**config.mk**
```make
export PLATFORM = sky130hd
export DESIGN_NAME = imu_serial_frame_decoder_flat
export DESIGN_NICKNAME = d
export VERILOG_FILES = /design/src/sv/isfd_pkg.sv /design/src/sv/isfd_if.sv /design/src/sv/imu_serial_frame_decoder.sv /design/src/sv/isfd_framer.sv /design/src/sv/isfd_scaler.sv /design/src/flat_wrapper.sv
export SDC_FILE = /design/constraint.sdc
export NUM_CORES = 1
export LEC_CHECK = 0
export BUFFER_PORTS_ARGS = -buffer_cell sky130_fd_sc_hd__clkbuf_2
export CAP_MARGIN = 40
export CORE_ASPECT_RATIO = 1.75
export CORE_MARGIN = 5
export CORE_UTILIZATION = 55
export CTS_BUF_LIST = sky130_fd_sc_hd__clkbuf_8
export CTS_CLUSTER_DIAMETER = 80
export CTS_CLUSTER_SIZE = 8
export DETAILED_ROUTE_END_ITERATION = 10
export PLACE_DENSITY = 0.82
export SYNTH_ARGS = -nofsm -noshare
export SYNTH_HDL_FRONTEND = slang
export SYNTH_HIERARCHICAL = 1
export SYNTH_SLANG_ARGS = --single-unit
```
**constraint.sdc**
```tcl
create_clock -name clock -period 9.7 [get_ports clock]
set_input_delay 2.91 -clock clock [delete_from_list [all_inputs] [get_ports clock]]
set_output_delay 2.91 -clock clock [all_outputs]
set_load 0.05 [all_outputs]
```
**src/sv/isfd_pkg.sv**
```systemverilog
// Types, codes and scaling constants shared by the serial frame decoder.
package isfd_pkg;

   localparam int FrameLen = 11;
   localparam logic [3:0] LastPos = 4'(FrameLen - 1);
   localparam int RawLastByte = FrameLen - 2;

   localparam logic [7:0] HeaderByte = 8'h55;
   localparam logic [7:0] KindAccelByte = 8'h51;
   localparam logic [7:0] KindGyroByte = 8'h52;
   localparam logic [7:0] KindAngleByte = 8'h53;

   typedef logic [1:0] kind_type;
   localparam kind_type KindAccel = 2'd0;
   localparam kind_type KindGyro = 2'd1;
   localparam kind_type KindAngle = 2'd2;

   typedef logic signed [15:0] raw_type;
   typedef logic signed [27:0] axis_type;
   typedef logic signed [24:0] temp_type;

   // full-scale gains times 2^16 / 32768
   localparam logic [11:0] GainAccel = 12'd32;
   localparam logic [11:0] GainGyro = 12'd4000;
   localparam logic [11:0] GainAngle = 12'd360;

   // |raw| * 65536 / 340 == |raw| * 2^14 / 85, done as a reciprocal multiply
   localparam int TempRecipShift = 37;
   localparam int TempShift = TempRecipShift - 14;
   localparam logic [30:0] TempRecip =
      31'(((64'd1 << TempRecipShift) + 64'd84) / 64'd85);
   localparam temp_type TempOffset = 25'sd2375680;

   typedef struct packed {
      kind_type kind;
      raw_type raw_x;
      raw_type raw_y;
      raw_type raw_z;
      raw_type raw_t;
   } frame_type;

   function automatic logic [11:0] axis_gain(input kind_type kind);
      logic [11:0] gain;
      unique case (kind)
         KindAccel: gain = GainAccel;
         KindGyro: gain = GainGyro;
         KindAngle: gain = GainAngle;
         default: gain = GainAccel;
      endcase
      return gain;
   endfunction

   function automatic axis_type axis_scale(input raw_type raw, input logic [11:0] gain);
      logic signed [31:0] a;
      logic signed [31:0] b;
      logic signed [31:0] p;
      a = 32'(raw);
      b = $signed({20'd0, gain});
      p = a * b;
      return p[27:0];
   endfunction

endpackage

```
**src/sv/isfd_if.sv**
```systemverilog
// Byte and result channel interfaces of the serial frame decoder.
interface isfd_req_if;
   logic valid;
   logic ready;
   logic [7:0] rx_byte;
   modport source(output valid, output rx_byte, input ready);
   modport sink(input valid, input rx_byte, output ready);
endinterface

interface isfd_rsp_if import isfd_pkg::*; ();
   logic valid;
   logic ready;
   kind_type frame_kind;
   axis_type axis_x;
   axis_type axis_y;
   axis_type axis_z;
   temp_type temperature;
   modport source(output valid, output frame_kind, output axis_x, output axis_y,
                  output axis_z, output temperature, input ready);
   modport sink(input valid, input frame_kind, input axis_x, input axis_y,
                input axis_z, input temperature, output ready);
endinterface

```
**src/sv/imu_serial_frame_decoder.sv**
```systemverilog
// Top level of the IMU serial frame decoder.
// Takes one received serial byte per beat, at up to one beat per clock, and
// frames 11-byte packets that open with header 0x55; other bytes at the start
// are dropped. Each complete packet of kind 0x51, 0x52 or 0x53 yields one
// result beat with the kind, three axes and temperature in signed fixed point
// with 16 fractional bits; other kinds and the checksum byte are ignored. The
// result beat is presented from the result register behind a multiply stage,
// both of them registered; the byte side stalls only while
// both of those hold beats the result side has not taken.
module imu_serial_frame_decoder import isfd_pkg::*; (
   input  logic clock,
   input  logic reset,
   isfd_req_if.sink req_bus,
   isfd_rsp_if.source rsp_bus
);

   logic accept;
   logic frame_valid;
   logic scaler_ready;
   frame_type frame;

   assign req_bus.ready = scaler_ready;
   assign accept = req_bus.valid && scaler_ready;

   isfd_framer u_framer (
      .clock(clock),
      .reset(reset),
      .accept(accept),
      .rx_byte(req_bus.rx_byte),
      .frame_valid(frame_valid),
      .frame(frame)
   );

   isfd_scaler u_scaler (
      .clock(clock),
      .reset(reset),
      .in_valid(frame_valid),
      .frame(frame),
      .in_ready(scaler_ready),
      .rsp(rsp_bus)
   );

endmodule

```
**src/sv/isfd_framer.sv**
```systemverilog
// Packet framer: tracks byte position, stores payload bytes, flags complete frames of a known kind.
module isfd_framer import isfd_pkg::*; (
   input  logic clock,
   input  logic reset,
   input  logic accept,
   input  logic [7:0] rx_byte,
   output logic frame_valid,
   output frame_type frame
);

   logic [3:0] pos_ff, pos_in;
   logic [7:0] byte_ff [1:RawLastByte];
   logic kind_ok;

   always_comb begin
      priority if (pos_ff == 4'd0) begin
         pos_in = (rx_byte == HeaderByte) ? 4'd1 : 4'd0;
      end else if (pos_ff == LastPos) begin
         pos_in = 4'd0;
      end else begin
         pos_in = pos_ff + 4'd1;
      end
   end

   always_ff @(posedge clock) begin
      if (reset) begin
         pos_ff <= 4'd0;
      end else if (accept) begin
         pos_ff <= pos_in;
      end
   end

   always_ff @(posedge clock) begin
      for (int i = 1; i <= RawLastByte; i++) begin
         if (accept && pos_ff == 4'(i)) begin
            byte_ff[i] <= rx_byte;
         end
      end
   end

   always_comb begin
      kind_ok = 1'b1;
      frame.kind = KindAccel;
      unique case (byte_ff[1])
         KindAccelByte: frame.kind = KindAccel;
         KindGyroByte: frame.kind = KindGyro;
         KindAngleByte: frame.kind = KindAngle;
         default: kind_ok = 1'b0;
      endcase
      frame.raw_x = {byte_ff[3], byte_ff[2]};
      frame.raw_y = {byte_ff[5], byte_ff[4]};
      frame.raw_z = {byte_ff[7], byte_ff[6]};
      frame.raw_t = {byte_ff[9], byte_ff[8]};
   end

   assign frame_valid = accept && (pos_ff == LastPos) && kind_ok;

   a_pos_bound: assert property (@(posedge clock) disable iff (reset)
      pos_ff <= LastPos) else $error("frame position past last byte");

   a_pos_wrap: assert property (@(posedge clock) disable iff (reset)
      accept && pos_ff == LastPos |=> pos_ff == 4'd0)
      else $error("position did not wrap after last byte");

   a_header_drop: assert property (@(posedge clock) disable iff (reset)
      accept && pos_ff == 4'd0 && rx_byte != HeaderByte |=> pos_ff == 4'd0)
      else $error("non-header byte started a frame");

endmodule

```
**src/sv/isfd_scaler.sv**
```systemverilog
// Two-stage fixed-point scaler with the result register.
module isfd_scaler import isfd_pkg::*; (
   input  logic clock,
   input  logic reset,
   input  logic in_valid,
   input  frame_type frame,
   output logic in_ready,
   isfd_rsp_if.source rsp
);

   logic a_valid_ff;
   kind_type a_kind_ff;
   axis_type a_x_ff, a_y_ff, a_z_ff;
   logic [22:0] a_tmag_ff, a_tmag_in;
   logic a_tneg_ff;

   logic out_valid_ff;
   kind_type out_kind_ff;
   axis_type out_x_ff, out_y_ff, out_z_ff;
   temp_type out_temp_ff, out_temp_in;

   logic [11:0] gain;
   logic [15:0] t_abs;
   logic [46:0] t_prod;
   temp_type t_mag;

   logic out_load, a_load;

   assign out_load = !out_valid_ff || rsp.ready;
   assign a_load = !a_valid_ff || out_load;
   assign in_ready = a_load;

   always_comb begin
      gain = axis_gain(frame.kind);
      t_abs = frame.raw_t[15] ? 16'(-frame.raw_t) : 16'(frame.raw_t);
      t_prod = 47'(t_abs) * 47'(TempRecip);
      a_tmag_in = t_prod[TempShift + 22:TempShift];
   end

   always_ff @(posedge clock) begin
      if (reset) begin
         a_valid_ff <= 1'b0;
      end else if (a_load) begin
         a_valid_ff <= in_valid;
      end
   end

   always_ff @(posedge clock) begin
      if (a_load && in_valid) begin
         a_kind_ff <= frame.kind;
         a_x_ff <= axis_scale(frame.raw_x, gain);
         a_y_ff <= axis_scale(frame.raw_y, gain);
         a_z_ff <= axis_scale(frame.raw_z, gain);
         a_tmag_ff <= a_tmag_in;
         a_tneg_ff <= frame.raw_t[15];
      end
   end

   always_comb begin
      t_mag = $signed({2'b00, a_tmag_ff});
      out_temp_in = (a_tneg_ff ? -t_mag : t_mag) + TempOffset;
   end

   always_ff @(posedge clock) begin
      if (reset) begin
         out_valid_ff <= 1'b0;
      end else if (out_load) begin
         out_valid_ff <= a_valid_ff;
      end
   end

   always_ff @(posedge clock) begin
      if (out_load && a_valid_ff) begin
         out_kind_ff <= a_kind_ff;
         out_x_ff <= a_x_ff;
         out_y_ff <= a_y_ff;
         out_z_ff <= a_z_ff;
         out_temp_ff <= out_temp_in;
      end
   end

   assign rsp.valid = out_valid_ff;
   assign rsp.frame_kind = out_kind_ff;
   assign rsp.axis_x = out_x_ff;
   assign rsp.axis_y = out_y_ff;
   assign rsp.axis_z = out_z_ff;
   assign rsp.temperature = out_temp_ff;

   a_no_overrun: assert property (@(posedge clock) disable iff (reset)
      in_valid |-> in_ready) else $error("frame offered while stage full");

   a_temp_range: assert property (@(posedge clock) disable iff (reset)
      out_valid_ff |-> out_temp_ff >= -25'sd3940448 && out_temp_ff <= 25'sd8691615)
      else $error("temperature out of range");

   a_kind_legal: assert property (@(posedge clock) disable iff (reset)
      out_valid_ff |-> out_kind_ff != 2'd3) else $error("illegal frame kind");

   a_stage_flow: assert property (@(posedge clock) disable iff (reset)
      a_valid_ff && out_load |=> out_valid_ff)
      else $error("stage beat lost on the way to the result register");

endmodule

```
**src/flat_wrapper.sv**
```systemverilog
// flat-port wrapper written by rule: the top's interface ports become plain ports
module imu_serial_frame_decoder_flat import isfd_pkg::*;
  (clock, reset, req_bus_valid, req_bus_rx_byte, req_bus_ready, rsp_bus_valid, rsp_bus_frame_kind, rsp_bus_axis_x, rsp_bus_axis_y, rsp_bus_axis_z, rsp_bus_temperature, rsp_bus_ready);
  isfd_req_if req_bus_i ();
  isfd_rsp_if rsp_bus_i ();
  input  logic clock;
  input  logic reset;
  input wire logic [$bits(req_bus_i.valid)-1:0] req_bus_valid;
  input wire logic [$bits(req_bus_i.rx_byte)-1:0] req_bus_rx_byte;
  output wire logic [$bits(req_bus_i.ready)-1:0] req_bus_ready;
  output wire logic [$bits(rsp_bus_i.valid)-1:0] rsp_bus_valid;
  output wire logic [$bits(rsp_bus_i.frame_kind)-1:0] rsp_bus_frame_kind;
  output wire logic [$bits(rsp_bus_i.axis_x)-1:0] rsp_bus_axis_x;
  output wire logic [$bits(rsp_bus_i.axis_y)-1:0] rsp_bus_axis_y;
  output wire logic [$bits(rsp_bus_i.axis_z)-1:0] rsp_bus_axis_z;
  output wire logic [$bits(rsp_bus_i.temperature)-1:0] rsp_bus_temperature;
  input wire logic [$bits(rsp_bus_i.ready)-1:0] rsp_bus_ready;
  assign req_bus_i.valid = req_bus_valid;
  assign req_bus_i.rx_byte = req_bus_rx_byte;
  assign req_bus_ready = req_bus_i.ready;
  assign rsp_bus_valid = rsp_bus_i.valid;
  assign rsp_bus_frame_kind = rsp_bus_i.frame_kind;
  assign rsp_bus_axis_x = rsp_bus_i.axis_x;
  assign rsp_bus_axis_y = rsp_bus_i.axis_y;
  assign rsp_bus_axis_z = rsp_bus_i.axis_z;
  assign rsp_bus_temperature = rsp_bus_i.temperature;
  assign rsp_bus_i.ready = rsp_bus_ready;
  imu_serial_frame_decoder u_core (.clock(clock), .reset(reset), .req_bus(req_bus_i), .rsp_bus(rsp_bus_i));
endmodule
```
Word-level counts from Yosys, hierarchy flattened
Memories as Yosys holds them, arrays and structs flattened.
Cells that the tools add are included.
Operators by class
  $add $sub $neg: 4
  $lt $le $gt $ge: 0
  div/mod/pow operators: 0
  multipliers: 4
  shift-type cells: 0
  bitwise gates (word level): 0
  mux-type cells: 50
  reduce and logical (&&, ||, !) cells: 28
  equality and inequality tests: 16
Operators by type and width (count)
  $mul A16 B13 Y28: 3
  $mux W8: 8
  $reduce_or A8 Y1: 8
  $mul A16 B31 Y46 const B: 1
  $mux W4: 10
  $eq A8 B7 Y1 const B: 4
  $mux W1: 28
  $add A25 B23 Y25 const B: 1
  $mux W25: 1
  $neg A23 Y25: 1
  $pmux W12 S2: 1
  $eq A4 B3 Y1 const B: 4
  $mux W16: 1
  $neg A16 Y16: 1
  $logic_and A1 B1 Y1: 14
  $eq A4 B4 Y1 const B: 3
  $eq A4 B2 Y1 const B: 2
  $add A4 B1 Y4 const B: 1
  $eq A4 B1 Y1 const B: 1
  $logic_not A4 Y1: 1
  $pmux W2 S2: 1
  $reduce_or A3 Y1: 1
  $eq A2 B1 Y1 const B: 1
  $eq A2 B2 Y1 const B: 1
  other kinds (2): 4
Storage, ports and cells
  bits in writable memories: 72
  input bits: 12
  ROM bits: 0
  bits in latches: 0
  word-level logic and storage cells: 117
  memories: 1
  flip-flop bits (word level): 227
Memories
  u_core.u_framer.byte_ff: depth 9, bits a word 8, read ports 9, clocked after memory_dff 0, write ports 1, RTL line isfd_framer.sv:12  | logic [7:0] byte_ff [1:RawLastByte];

Depth between registers and ports, before layout
Gate-level depths: netlist (run 1).
  depth in word-level cells: 16
  mapped depth: 25
  mapped depth without buffers: 24

Hierarchy
Netlist (run 1), hierarchy kept.
By module, submodules not included
  isfd_scaler: sequential area each 6135.9 um2, area an instance 24733.7 um2, cells an instance 2236, times used 1
  isfd_framer: sequential area each 2242.2 um2, area an instance 3016.6 um2, cells an instance 188, times used 1
  imu_serial_frame_decoder: sequential area each 0.0 um2, area an instance 6.3 um2, cells an instance 1, times used 1

Worst setup path before layout (run 1)
No wires, ideal clock.
  path type: input-to-reg
  from: input port rsp_bus_ready
  to: register u_core.u_scaler.out_x_ff[10], in the netlist u_core/u_scaler/rsp.axis_x[10] (enable)
  required time: 9124 ps
  path buffers: 0
  library setup time: 576 ps
  cell stages on the path: 2
  slack: 1618 ps
  arrival time: 7506 ps
  cells stage by stage: nor2b_1 > nor2b_1
On the way
  cells in the longest elaborated chain, start to end: 2
RTL lines
  start, declared: RTL line flat_wrapper.sv:17  | input wire logic [$bits(rsp_bus_i.ready)-1:0] rsp_bus_ready;
  $logic_or A1 B1 Y1: RTL line isfd_scaler.sv:29  | assign out_load = !out_valid_ff || rsp.ready;
  $logic_and A1 B1 Y1: RTL line isfd_scaler.sv:73  | if (out_load && a_valid_ff) begin
  end signal, assigned: RTL line isfd_scaler.sv:75  | out_x_ff <= a_x_ff;
  end, declared: RTL line isfd_scaler.sv:19  | axis_type out_x_ff, out_y_ff, out_z_ff;
Every way passes these cells.
A chain may end at the register's enable or synchronous reset.

==> results.txt, run 1 <==
The share of flip-flops with an asynchronous set or reset was 0%. TritonCTS built the clock tree. The flow ran to the end, and the final reports show no timing, DRC or antenna violations.

HPWL after detailed placement: 47800 um. The logs give 48.0 ps for the clock tree skew after final layout and 125 for the I/O pin count. Leaving out fill and tap cells, the most frequent cells in the layout are sky130_fd_sc_hd__inv_1, sky130_fd_sc_hd__ha_1, sky130_fd_sc_hd__fa_1.

During placement, the flow inserted port buffers numbering 115. The library cell used most frequently in the layout, excluding fill and tap cells, is sky130_fd_sc_hd__inv_1. Clock slew seen by the registers of the worst setup and hold paths: 80 ps. In this run the remaining antenna-violating nets after routing total 0. The core region is 0.0503 mm2.

Synthesis instantiated 78 different standard cells from the library. Max-cap violations in this run came to 0. The number of warnings reported in the yosys synthesis log is 6, and the die extent in x is 180 um. Using the TritonRoute via totals, the vias-per-cell ratio works out to 5.52.

For this block, the initial DRC count from the detailed router was 688. The run gives 95900 um as the wire length of the first global-routing pass. The initialized floorplan defines 109 standard-cell rows. The number of hold buffers added after CTS was 0. At the pin with the least slew margin, the transition time is 994 ps.

The worst setup path is of the reg2reg kind. For the worst-skew pair later-pin latency, the log shows 620 ps. The tools report the endpoint of the worst hold path as u_core/u_scaler/rsp.axis_z[15]$_DFFE_PP_.

Once the floorplan was initialized, standard cells occupied 55.2% of the core. The reg-to-reg setup timing slack is 2350 ps. Of the available clock period, the critical path in the final layout requires 75.8%.

The post-cts resize count was 0. The met3 track demand over resource in global routing is 3.06%. CTS placed an instance of sky130_fd_sc_hd__clkbuf_8 at the clock tree root. For the number of cells produced by synthesis, the log shows 2425. The worst register-to-register path ends at u_core/u_scaler/a_x_ff[26]$_DFFE_PP_. In this run the vertical extent of the chip is 307 um.

STA classifies the critical path endpoint as a flop. met2 is the most crowded layer. In this run the tightest slew margin relative to its limit is 33.7%. The signal arrival time at the worst endpoint came out at 7720 ps.

For the required arrival time at the worst endpoint, the log shows 10060 ps. The overall fraction of global-route tracks in use is 21.4%, and the via count is 17568. The type of origin of the critical path was a flop. Sequential elements use 30.2% of the synthesized area. The initial antenna violation count was 1; the cell area after technology mapping was 0.0278 mm2. The detailed-route DRC error count was 0. The maximum number of pins on one net before global-route repair is 64, and the setup violation total in the final timing report is 0.

The total of flip-flops plus latches after synthesis is 281, and the largest fanout of any net on the critical path is 52. The logs give 4047 for the count of fill cells added during filler insertion and 281 for the count of clock tree sinks. Routed length per instance: 18.2 um. The logs give 3209 for the count of nets after finishing and 0.0552 mm2 for the area of the die.

Summed over all failing endpoints, the final setup total negative slack is 0 ps. The synthesized area per cell was 11.4 um2. The path class of the tightest hold or removal check is reg2reg. The congestion estimate from routability-driven global placement came to 1.01. The commonest register cell after synthesis is sky130_fd_sc_hd__edfxtp_1.

The cell depth of the worst min-delay path came out at 0. The reg-to-reg startpoint is u_core/u_framer/byte_ff[0][3]$_DFFE_PP_. After layout, the minimum clock period comes to 7350 ps. The final number of max-transition violations is 0. Across the VDD grid, the largest voltage drop is 0.0000846 V. Summed over all layers, the routed wires come to 57900 um. For the maximum clock path buffer count, the log shows 3. The tools report the via count of the first global-routing pass as 19676. Total clock buffers created by CTS: 41.

The total overflow left after global routing is 0. The run gives 14.1 nW as the leakage power of the design. For the worst flop-to-flop path, the logic depth is 22.

Share of final-layout standard cells stronger than drive strength 1: 7.96%. The areal power density over the cells was 74.8 mW/mm2. In the global route stage, met2 resource usage came out at 41.9%. Global routing used 21.0% of the available met1 tracks. The number of endpoints with negative hold slack in the final report was 0. The total instance count after detailed placement was 3116; the post-synthesis to final-layout area growth was 5.54%. Setup repair after global routing left no endpoint under its margin. The tools report the setup fix buffers added after clock tree synthesis as 0. Timing would allow up to 136 MHz. In this run the most critical hold path is launched from u_core/u_scaler/a_z_ff[15]$_DFFE_PP_. The pre-antenna-repair detailed-routing pass consisted of 5 iterations. Once layout is complete, the cells apart from fillers number 3180. The H-tree was split into 2 levels. Yosys mapped a number of flops with a built-in enable equal to 275.
sequential cells by signal, summed over array words and instances (netlist names):
signal,count
u_core/u_framer/byte_ff,72
u_core/u_framer/pos_ff,4
u_core/u_scaler/a_kind_ff,2
u_core/u_scaler/a_tmag_ff,23
u_core/u_scaler/a_tneg_ff,1
u_core/u_scaler/a_valid_ff,1
u_core/u_scaler/a_x_ff,25
u_core/u_scaler/a_y_ff,25
u_core/u_scaler/a_z_ff,25
u_core/u_scaler/rsp.axis_x,25
u_core/u_scaler/rsp.axis_y,25
u_core/u_scaler/rsp.axis_z,25
u_core/u_scaler/rsp.frame_kind,2
u_core/u_scaler/rsp.temperature,25
u_core/u_scaler/rsp.valid,1
worst max-delay path, stage by stage, from the launching register on:
cell and delay [ps]:
sky130_fd_sc_hd__edfxtp_1 380, sky130_fd_sc_hd__nor4b_2 300, sky130_fd_sc_hd__nand3b_1 160, sky130_fd_sc_hd__nor3_1 280, sky130_fd_sc_hd__inv_1 90, sky130_fd_sc_hd__ha_1 280
sky130_fd_sc_hd__buf_4 470, sky130_fd_sc_hd__nor2b_1 130, sky130_fd_sc_hd__fa_1 470, sky130_fd_sc_hd__fa_1 500, sky130_fd_sc_hd__inv_1 60, sky130_fd_sc_hd__fa_1 520
sky130_fd_sc_hd__inv_1 60, sky130_fd_sc_hd__fa_1 520, sky130_fd_sc_hd__fa_1 490, sky130_fd_sc_hd__ha_1 370, sky130_fd_sc_hd__a21o_1 240, sky130_fd_sc_hd__or3_1 330
sky130_fd_sc_hd__a2111oi_0 690, sky130_fd_sc_hd__o31ai_1 240, sky130_fd_sc_hd__a31oi_1 240, sky130_fd_sc_hd__o21bai_1 100, sky130_fd_sc_hd__xor2_1 150
metrics by stage:
| step | cell area, um2 | util [%] | worst slack (ps) | total power (W) | hold slack [ps] |
|---|---|---|---|---|---|
| after floorplan | 27800 | - | 1620 | 0.00136 | 400 |
| after global placement | 28600 | 56.7 | 2580 | 0.00136 | 404 |
| after detailed placement | 28600 | 56.9 | 2370 | 0.00136 | 405 |
| after CTS | 29300 | 58.2 | 2310 | 0.00223 | 414 |
| after global routing | 29300 | 58.2 | 1910 | 0.00228 | 418 |
| final | 29300 | 58.2 | 2350 | 0.00219 | 407 |
logic make-up (layout without fill, tap and decap cells):
| family | after synthesis | in the layout | synth area share [%] |
|---|---|---|---|
| other | 1 | 10 | 0.0135 |
| and+or+nand+nor | 437 | 437 | 8.75 |
| muxes | 2 | 2 | 0.0721 |
| DFF | 281 | 281 | 30.2 |
| AOI/OAI and AO/OA | 323 | 323 | 7.69 |
| adders and majority gates | 704 | 704 | 40.8 |
| buffers and inverters | 551 | 631 | 8.50 |
| xor gates and xnor gates | 126 | 126 | 4.00 |
cell type report:
| class | instances | area [um2] | share of cell area, % |
|---|---|---|---|
| diodes | 1 | 2.50 | 0.00854 |
| clock buffers | 41 | 564 | 1.93 |
| clock inverters | 22 | 113 | 0.384 |
| inverters | 438 | 1640 | 5.61 |
| multi-input cells | 1601 | 17100 | 58.2 |
| flip-flops and latches | 281 | 8380 | 28.6 |
| well taps | 666 | 833 | 2.84 |
| repair buffers | 130 | 701 | 2.39 |
report_power, final:
part           leakage, nW  switching (W)  internal [W]
clock                0.412       0.000462      0.000393
combinational         11.2      0.0000170    0.00000274
sequential            2.54   0.0000000654       0.00132
total                 14.1       0.000479       0.00171
per-layer routing:
layer / share of wire (%) / up-vias
met5: 0 / -
met2: 56 / 502
met1: 33 / 8653
met4: 7.0 / 0
met3: 4.1 / 218
li1: - / 8195
synthesized netlist by cell type, drive strengths merged, types with 9 or more instances:
cell	n	area, um2
a211oi	15	113
inv	438	1640
o21ai	71	355
xnor2	92	813
nor2b	62	388
o21a	10	75.1
edfxtp	275	8260
a31oi	14	87.6
buf	79	587
fa	335	6710
a21oi	82	410
and2	99	619
a21o	33	248
or3	11	78.8
ha	369	4620
o41ai	9	93.8
nor3	25	125
o31ai	16	130
nand2b	18	113
nand3	13	65.1
nor4	10	62.6
and3	13	81.3
o21bai	16	120
nand4	12	75.1
nor2	57	214
xor2	34	298
clkbuf	34	128
nand2	78	295
worst max path at each step:
stage,start,endpoint
2_1_floorplan,rsp_bus_ready,u_core/u_scaler/rsp.axis_x[10]$_DFFE_PP_
3_3_place_gp,u_core/u_framer/byte_ff[0][3]$_DFFE_PP_,u_core/u_scaler/a_y_ff[26]$_DFFE_PP_
3_5_place_dp,u_core/u_framer/byte_ff[0][3]$_DFFE_PP_,u_core/u_scaler/a_y_ff[26]$_DFFE_PP_
4_1_cts,u_core/u_framer/byte_ff[0][3]$_DFFE_PP_,u_core/u_scaler/a_y_ff[26]$_DFFE_PP_
5_1_grt,u_core/u_framer/byte_ff[0][3]$_DFFE_PP_,u_core/u_scaler/a_y_ff[26]$_DFFE_PP_
6_report,u_core/u_framer/byte_ff[0][3]$_DFFE_PP_,u_core/u_scaler/a_x_ff[26]$_DFFE_PP_
Power figures use the tool's default switching activity.
==> run 2: changes to the inputs <==
clock period = 6.9 ns   (was 9.7 ns; I/O delays follow)
==> run 2 against run 1 <==
Clock-buffer cell count unchanged. Clock power grew 45%. Sequential power rose by 40%. Via count is 2.1% higher. Critical path depth down 1. Global-route usage is 0.87 points higher. Total power grew 42%. Hold slack worse by 6.3 ps. Clock skew rose by 17 ps. Critical path type unchanged.
==> results.txt, run 2 (synthesis results as in run 1) <==
At the end of routability-driven placement, the weighted congestion stood at 0.947. On the final layout, the worst clock skew is 64.8 ps. Data arrives at the worst endpoint at 7240 ps.

The most numerous cell type found on the critical path is sky130_fd_sc_hd__fa_1. The worst-case IR drop observed on VDD is 0.000114 V. The library cell used most frequently in the layout, excluding fill and tap cells, is sky130_fd_sc_hd__inv_1. The tightest hold path in the finished design has a slack of 400 ps. The worst hold path belongs to the class reg2reg. Final number of max-transition violations: 0. In this run the most critical hold path is launched from u_core/u_scaler/a_z_ff[18]$_DFFE_PP_. The run gives 0.00312 W as the post-route total power.

Library cell contributing the largest single delay on the critical path: sky130_fd_sc_hd__fa_1. In this design, the largest share of critical-path delay is due to adder cells. The root buffer cell chosen for the clock tree is sky130_fd_sc_hd__clkbuf_8. The area of the die was 0.0552 mm2.

The hold buffer count at CTS is 0, and the areal power density over the cells is 104 mW/mm2. The initialized floorplan defines 109 standard-cell rows. After global routing the overflow that remains totals 0. The flow ran to the end, and the final reports show no timing, DRC or antenna violations. Counting flops per register, the top entry is u_core/u_framer/byte_ff. The net load switching power came out at 0.000677 W. Setup repair after global routing could not meet its margin everywhere. For the detailed-route DRC error count, the log shows 0.

The die is 307 um tall. Using the TritonRoute via totals, the vias-per-cell ratio works out to 5.53. The largest fanout of any net on the critical path was 29.

Adding up every negative setup slack in the final design gives 0 ps. The HPWL after detailed placement was 50100 um. Slew at the pin closest to its max-slew limit: 967 ps.

In this run the deepest clock path goes through 3 buffers. The ratio of final minimum period to clock period was 98.7%; the number of endpoints with negative hold slack in the final report was 0. The run gives 14.5 nW as the leakage power of the design. The number of maximum-capacitance constraint violations was 0. The count of buffers added on input and output ports is 115.

The wire length after detailed routing is 61100 um, and the clock share of power is 39.8%. TritonCTS built the clock tree. Kind of end point of the critical path: a flop. The internal portion of the total power is 0.00245 W. The run gives 7330 ps as the required arrival time at the worst endpoint. Compared with the post-synthesis result, the final layout area differs by 8.23%. The type of origin of the critical path is a flop. The reg-to-reg startpoint is u_core/u_framer/byte_ff[0][5]$_DFFE_PP_.

For the core area, the log shows 0.0503 mm2. The signal on the critical path passes through nor4b_2, nand3b_1, nor3_4, buf_4, ha_4, buf_12, and2_1, fa_1, fa_1, inv_1, fa_1, fa_1, inv_1, fa_1, ha_1, a2111oi_0, o21ai_0, a41oi_2, a31oi_1, and4_1, nor3_1. The first TritonRoute pass finished after 7 iterations. Net switching is 21.7% of the power. The tools report the number of non-filler instances in the completed layout as 3242.

Leaving out fill and tap cells, the most frequent cells in the layout are sky130_fd_sc_hd__inv_1, sky130_fd_sc_hd__ha_1, sky130_fd_sc_hd__fa_1. The number of flip-flops under the largest register name is 72, and the count of nets after finishing is 3270. The logs give 59.7% for the utilization of the core after routing and 99700 um for the wire length of the first global-routing pass. The detail route stage leaves a number of antenna-violating nets equal to 0. In this run the number of H-tree levels came out at 2. The first routing iteration left 738 violations. For the via count of the first global-routing pass, the log shows 20168. The total instance count after detailed placement was 3168; the worst-skew pair later-pin latency was 640 ps. The longest individual stage delay on the worst path works out to 560 ps. The initial antenna violation count was 1; the power share of the sequential group was 59.3%. Highest achievable clock rate: 147 MHz. In this run the tightest slew margin relative to its limit is 35.5%. Across all layers, the routed design uses 17930 vias. Start-to-end type of the worst setup path: reg2reg. Global routing consumed, over all layers together, 22.3% of the routing resources. Start point of the critical path: u_core/u_framer/byte_ff[0][5]$_DFFE_PP_. The clock slew seen by the registers of the worst setup and hold paths was 80 ps; the die extent in x was 180 um.

The routed length per instance came out at 18.8 um. The worst path needs 6810 ps of the cycle, external delays included. Combinational cells account for 0.9% of the total power.

For the maximum number of pins on one net before global-route repair, the log shows 73. The clock drives 281 sinks. Clock tree synthesis inserted a total of 41 buffers. For the initial cell density of the core, the log shows 55.2%. 125 I/O pins were placed. The count of buffering cells on the critical path with inverters included was 4; the share of final-layout standard cells stronger than drive strength 1 was 11.2%.

The setup violation total in the final timing report was 0.
run 2: changes by cell type in the layout (fill, tap and decap cells not counted), moves of 4 or more:
cell,change
sky130_fd_sc_hd__buf_4,+54
sky130_fd_sc_hd__ha_4,+4
sky130_fd_sc_hd__nor3_1,-4
sky130_fd_sc_hd__ha_2,+4
sky130_fd_sc_hd__ha_1,-8
run 2: path summary, 6_finish.rpt:
check / slack [ps] / depth (start not counted) / to
worst max-delay path: 90 / 21 / u_core/u_scaler/a_z_ff[27]$_DFFE_PP_
worst min-delay path: 400 / 0 / u_core/u_scaler/rsp.axis_z[18]$_DFFE_PP_
worst max register to register: 90 / 21 / u_core/u_scaler/a_z_ff[27]$_DFFE_PP_
worst min register to register: 400 / 0 / u_core/u_scaler/rsp.axis_z[18]$_DFFE_PP_
run 2: cell type report:
cell class / count / area, um2
Fill cell: 4001 / 20300
Clock inverter: 23 / 135
Antenna cell: 1 / 2.50
Sequential cell: 281 / 8380
Inverter: 438 / 1640
Multi-Input combinational cell: 1601 / 17200
Clock buffer: 41 / 564
Tap cell: 666 / 833
Timing Repair Buffer: 191 / 1250
run 2: timing repair:
action                     in CTS  in global routing
gates resized for setup         4                 33
pin swaps                       0                 14
setup endpoints to repair       7                 24
buffers inserted                0                  6
gates cloned                    0                  2
run 2: metal layers:
metal | part of all wire, % | global-route usage [%]
met4 | 6.9 | 13.2
met1 | 33 | 21.6
met3 | 3.2 | 2.69
met5 | 0 | 0
met2 | 57 | 44.5
run 2: metrics by stage:
step                      setup slack, ps  area (um2)
after floorplan                      41.1       27800
after global placement               28.1       29000
after detailed placement             -189       29100
after CTS                            4.90       29800
after global routing                 -320       30000
final                                87.4       30000
run 2: power by group through the flow:
stage | clock network (W) | registers, W | logic [W]
4_1_cts | 0.00129 | 0.00185 | 0.0000275
2_1_floorplan | 0 | 0.00189 | 0.0000181
3_5_place_dp | 0 | 0.00189 | 0.0000274
6_report | 0.00124 | 0.00185 | 0.0000277
3_3_place_gp | 0 | 0.00189 | 0.0000270
5_1_grt | 0.00136 | 0.00185 | 0.0000291
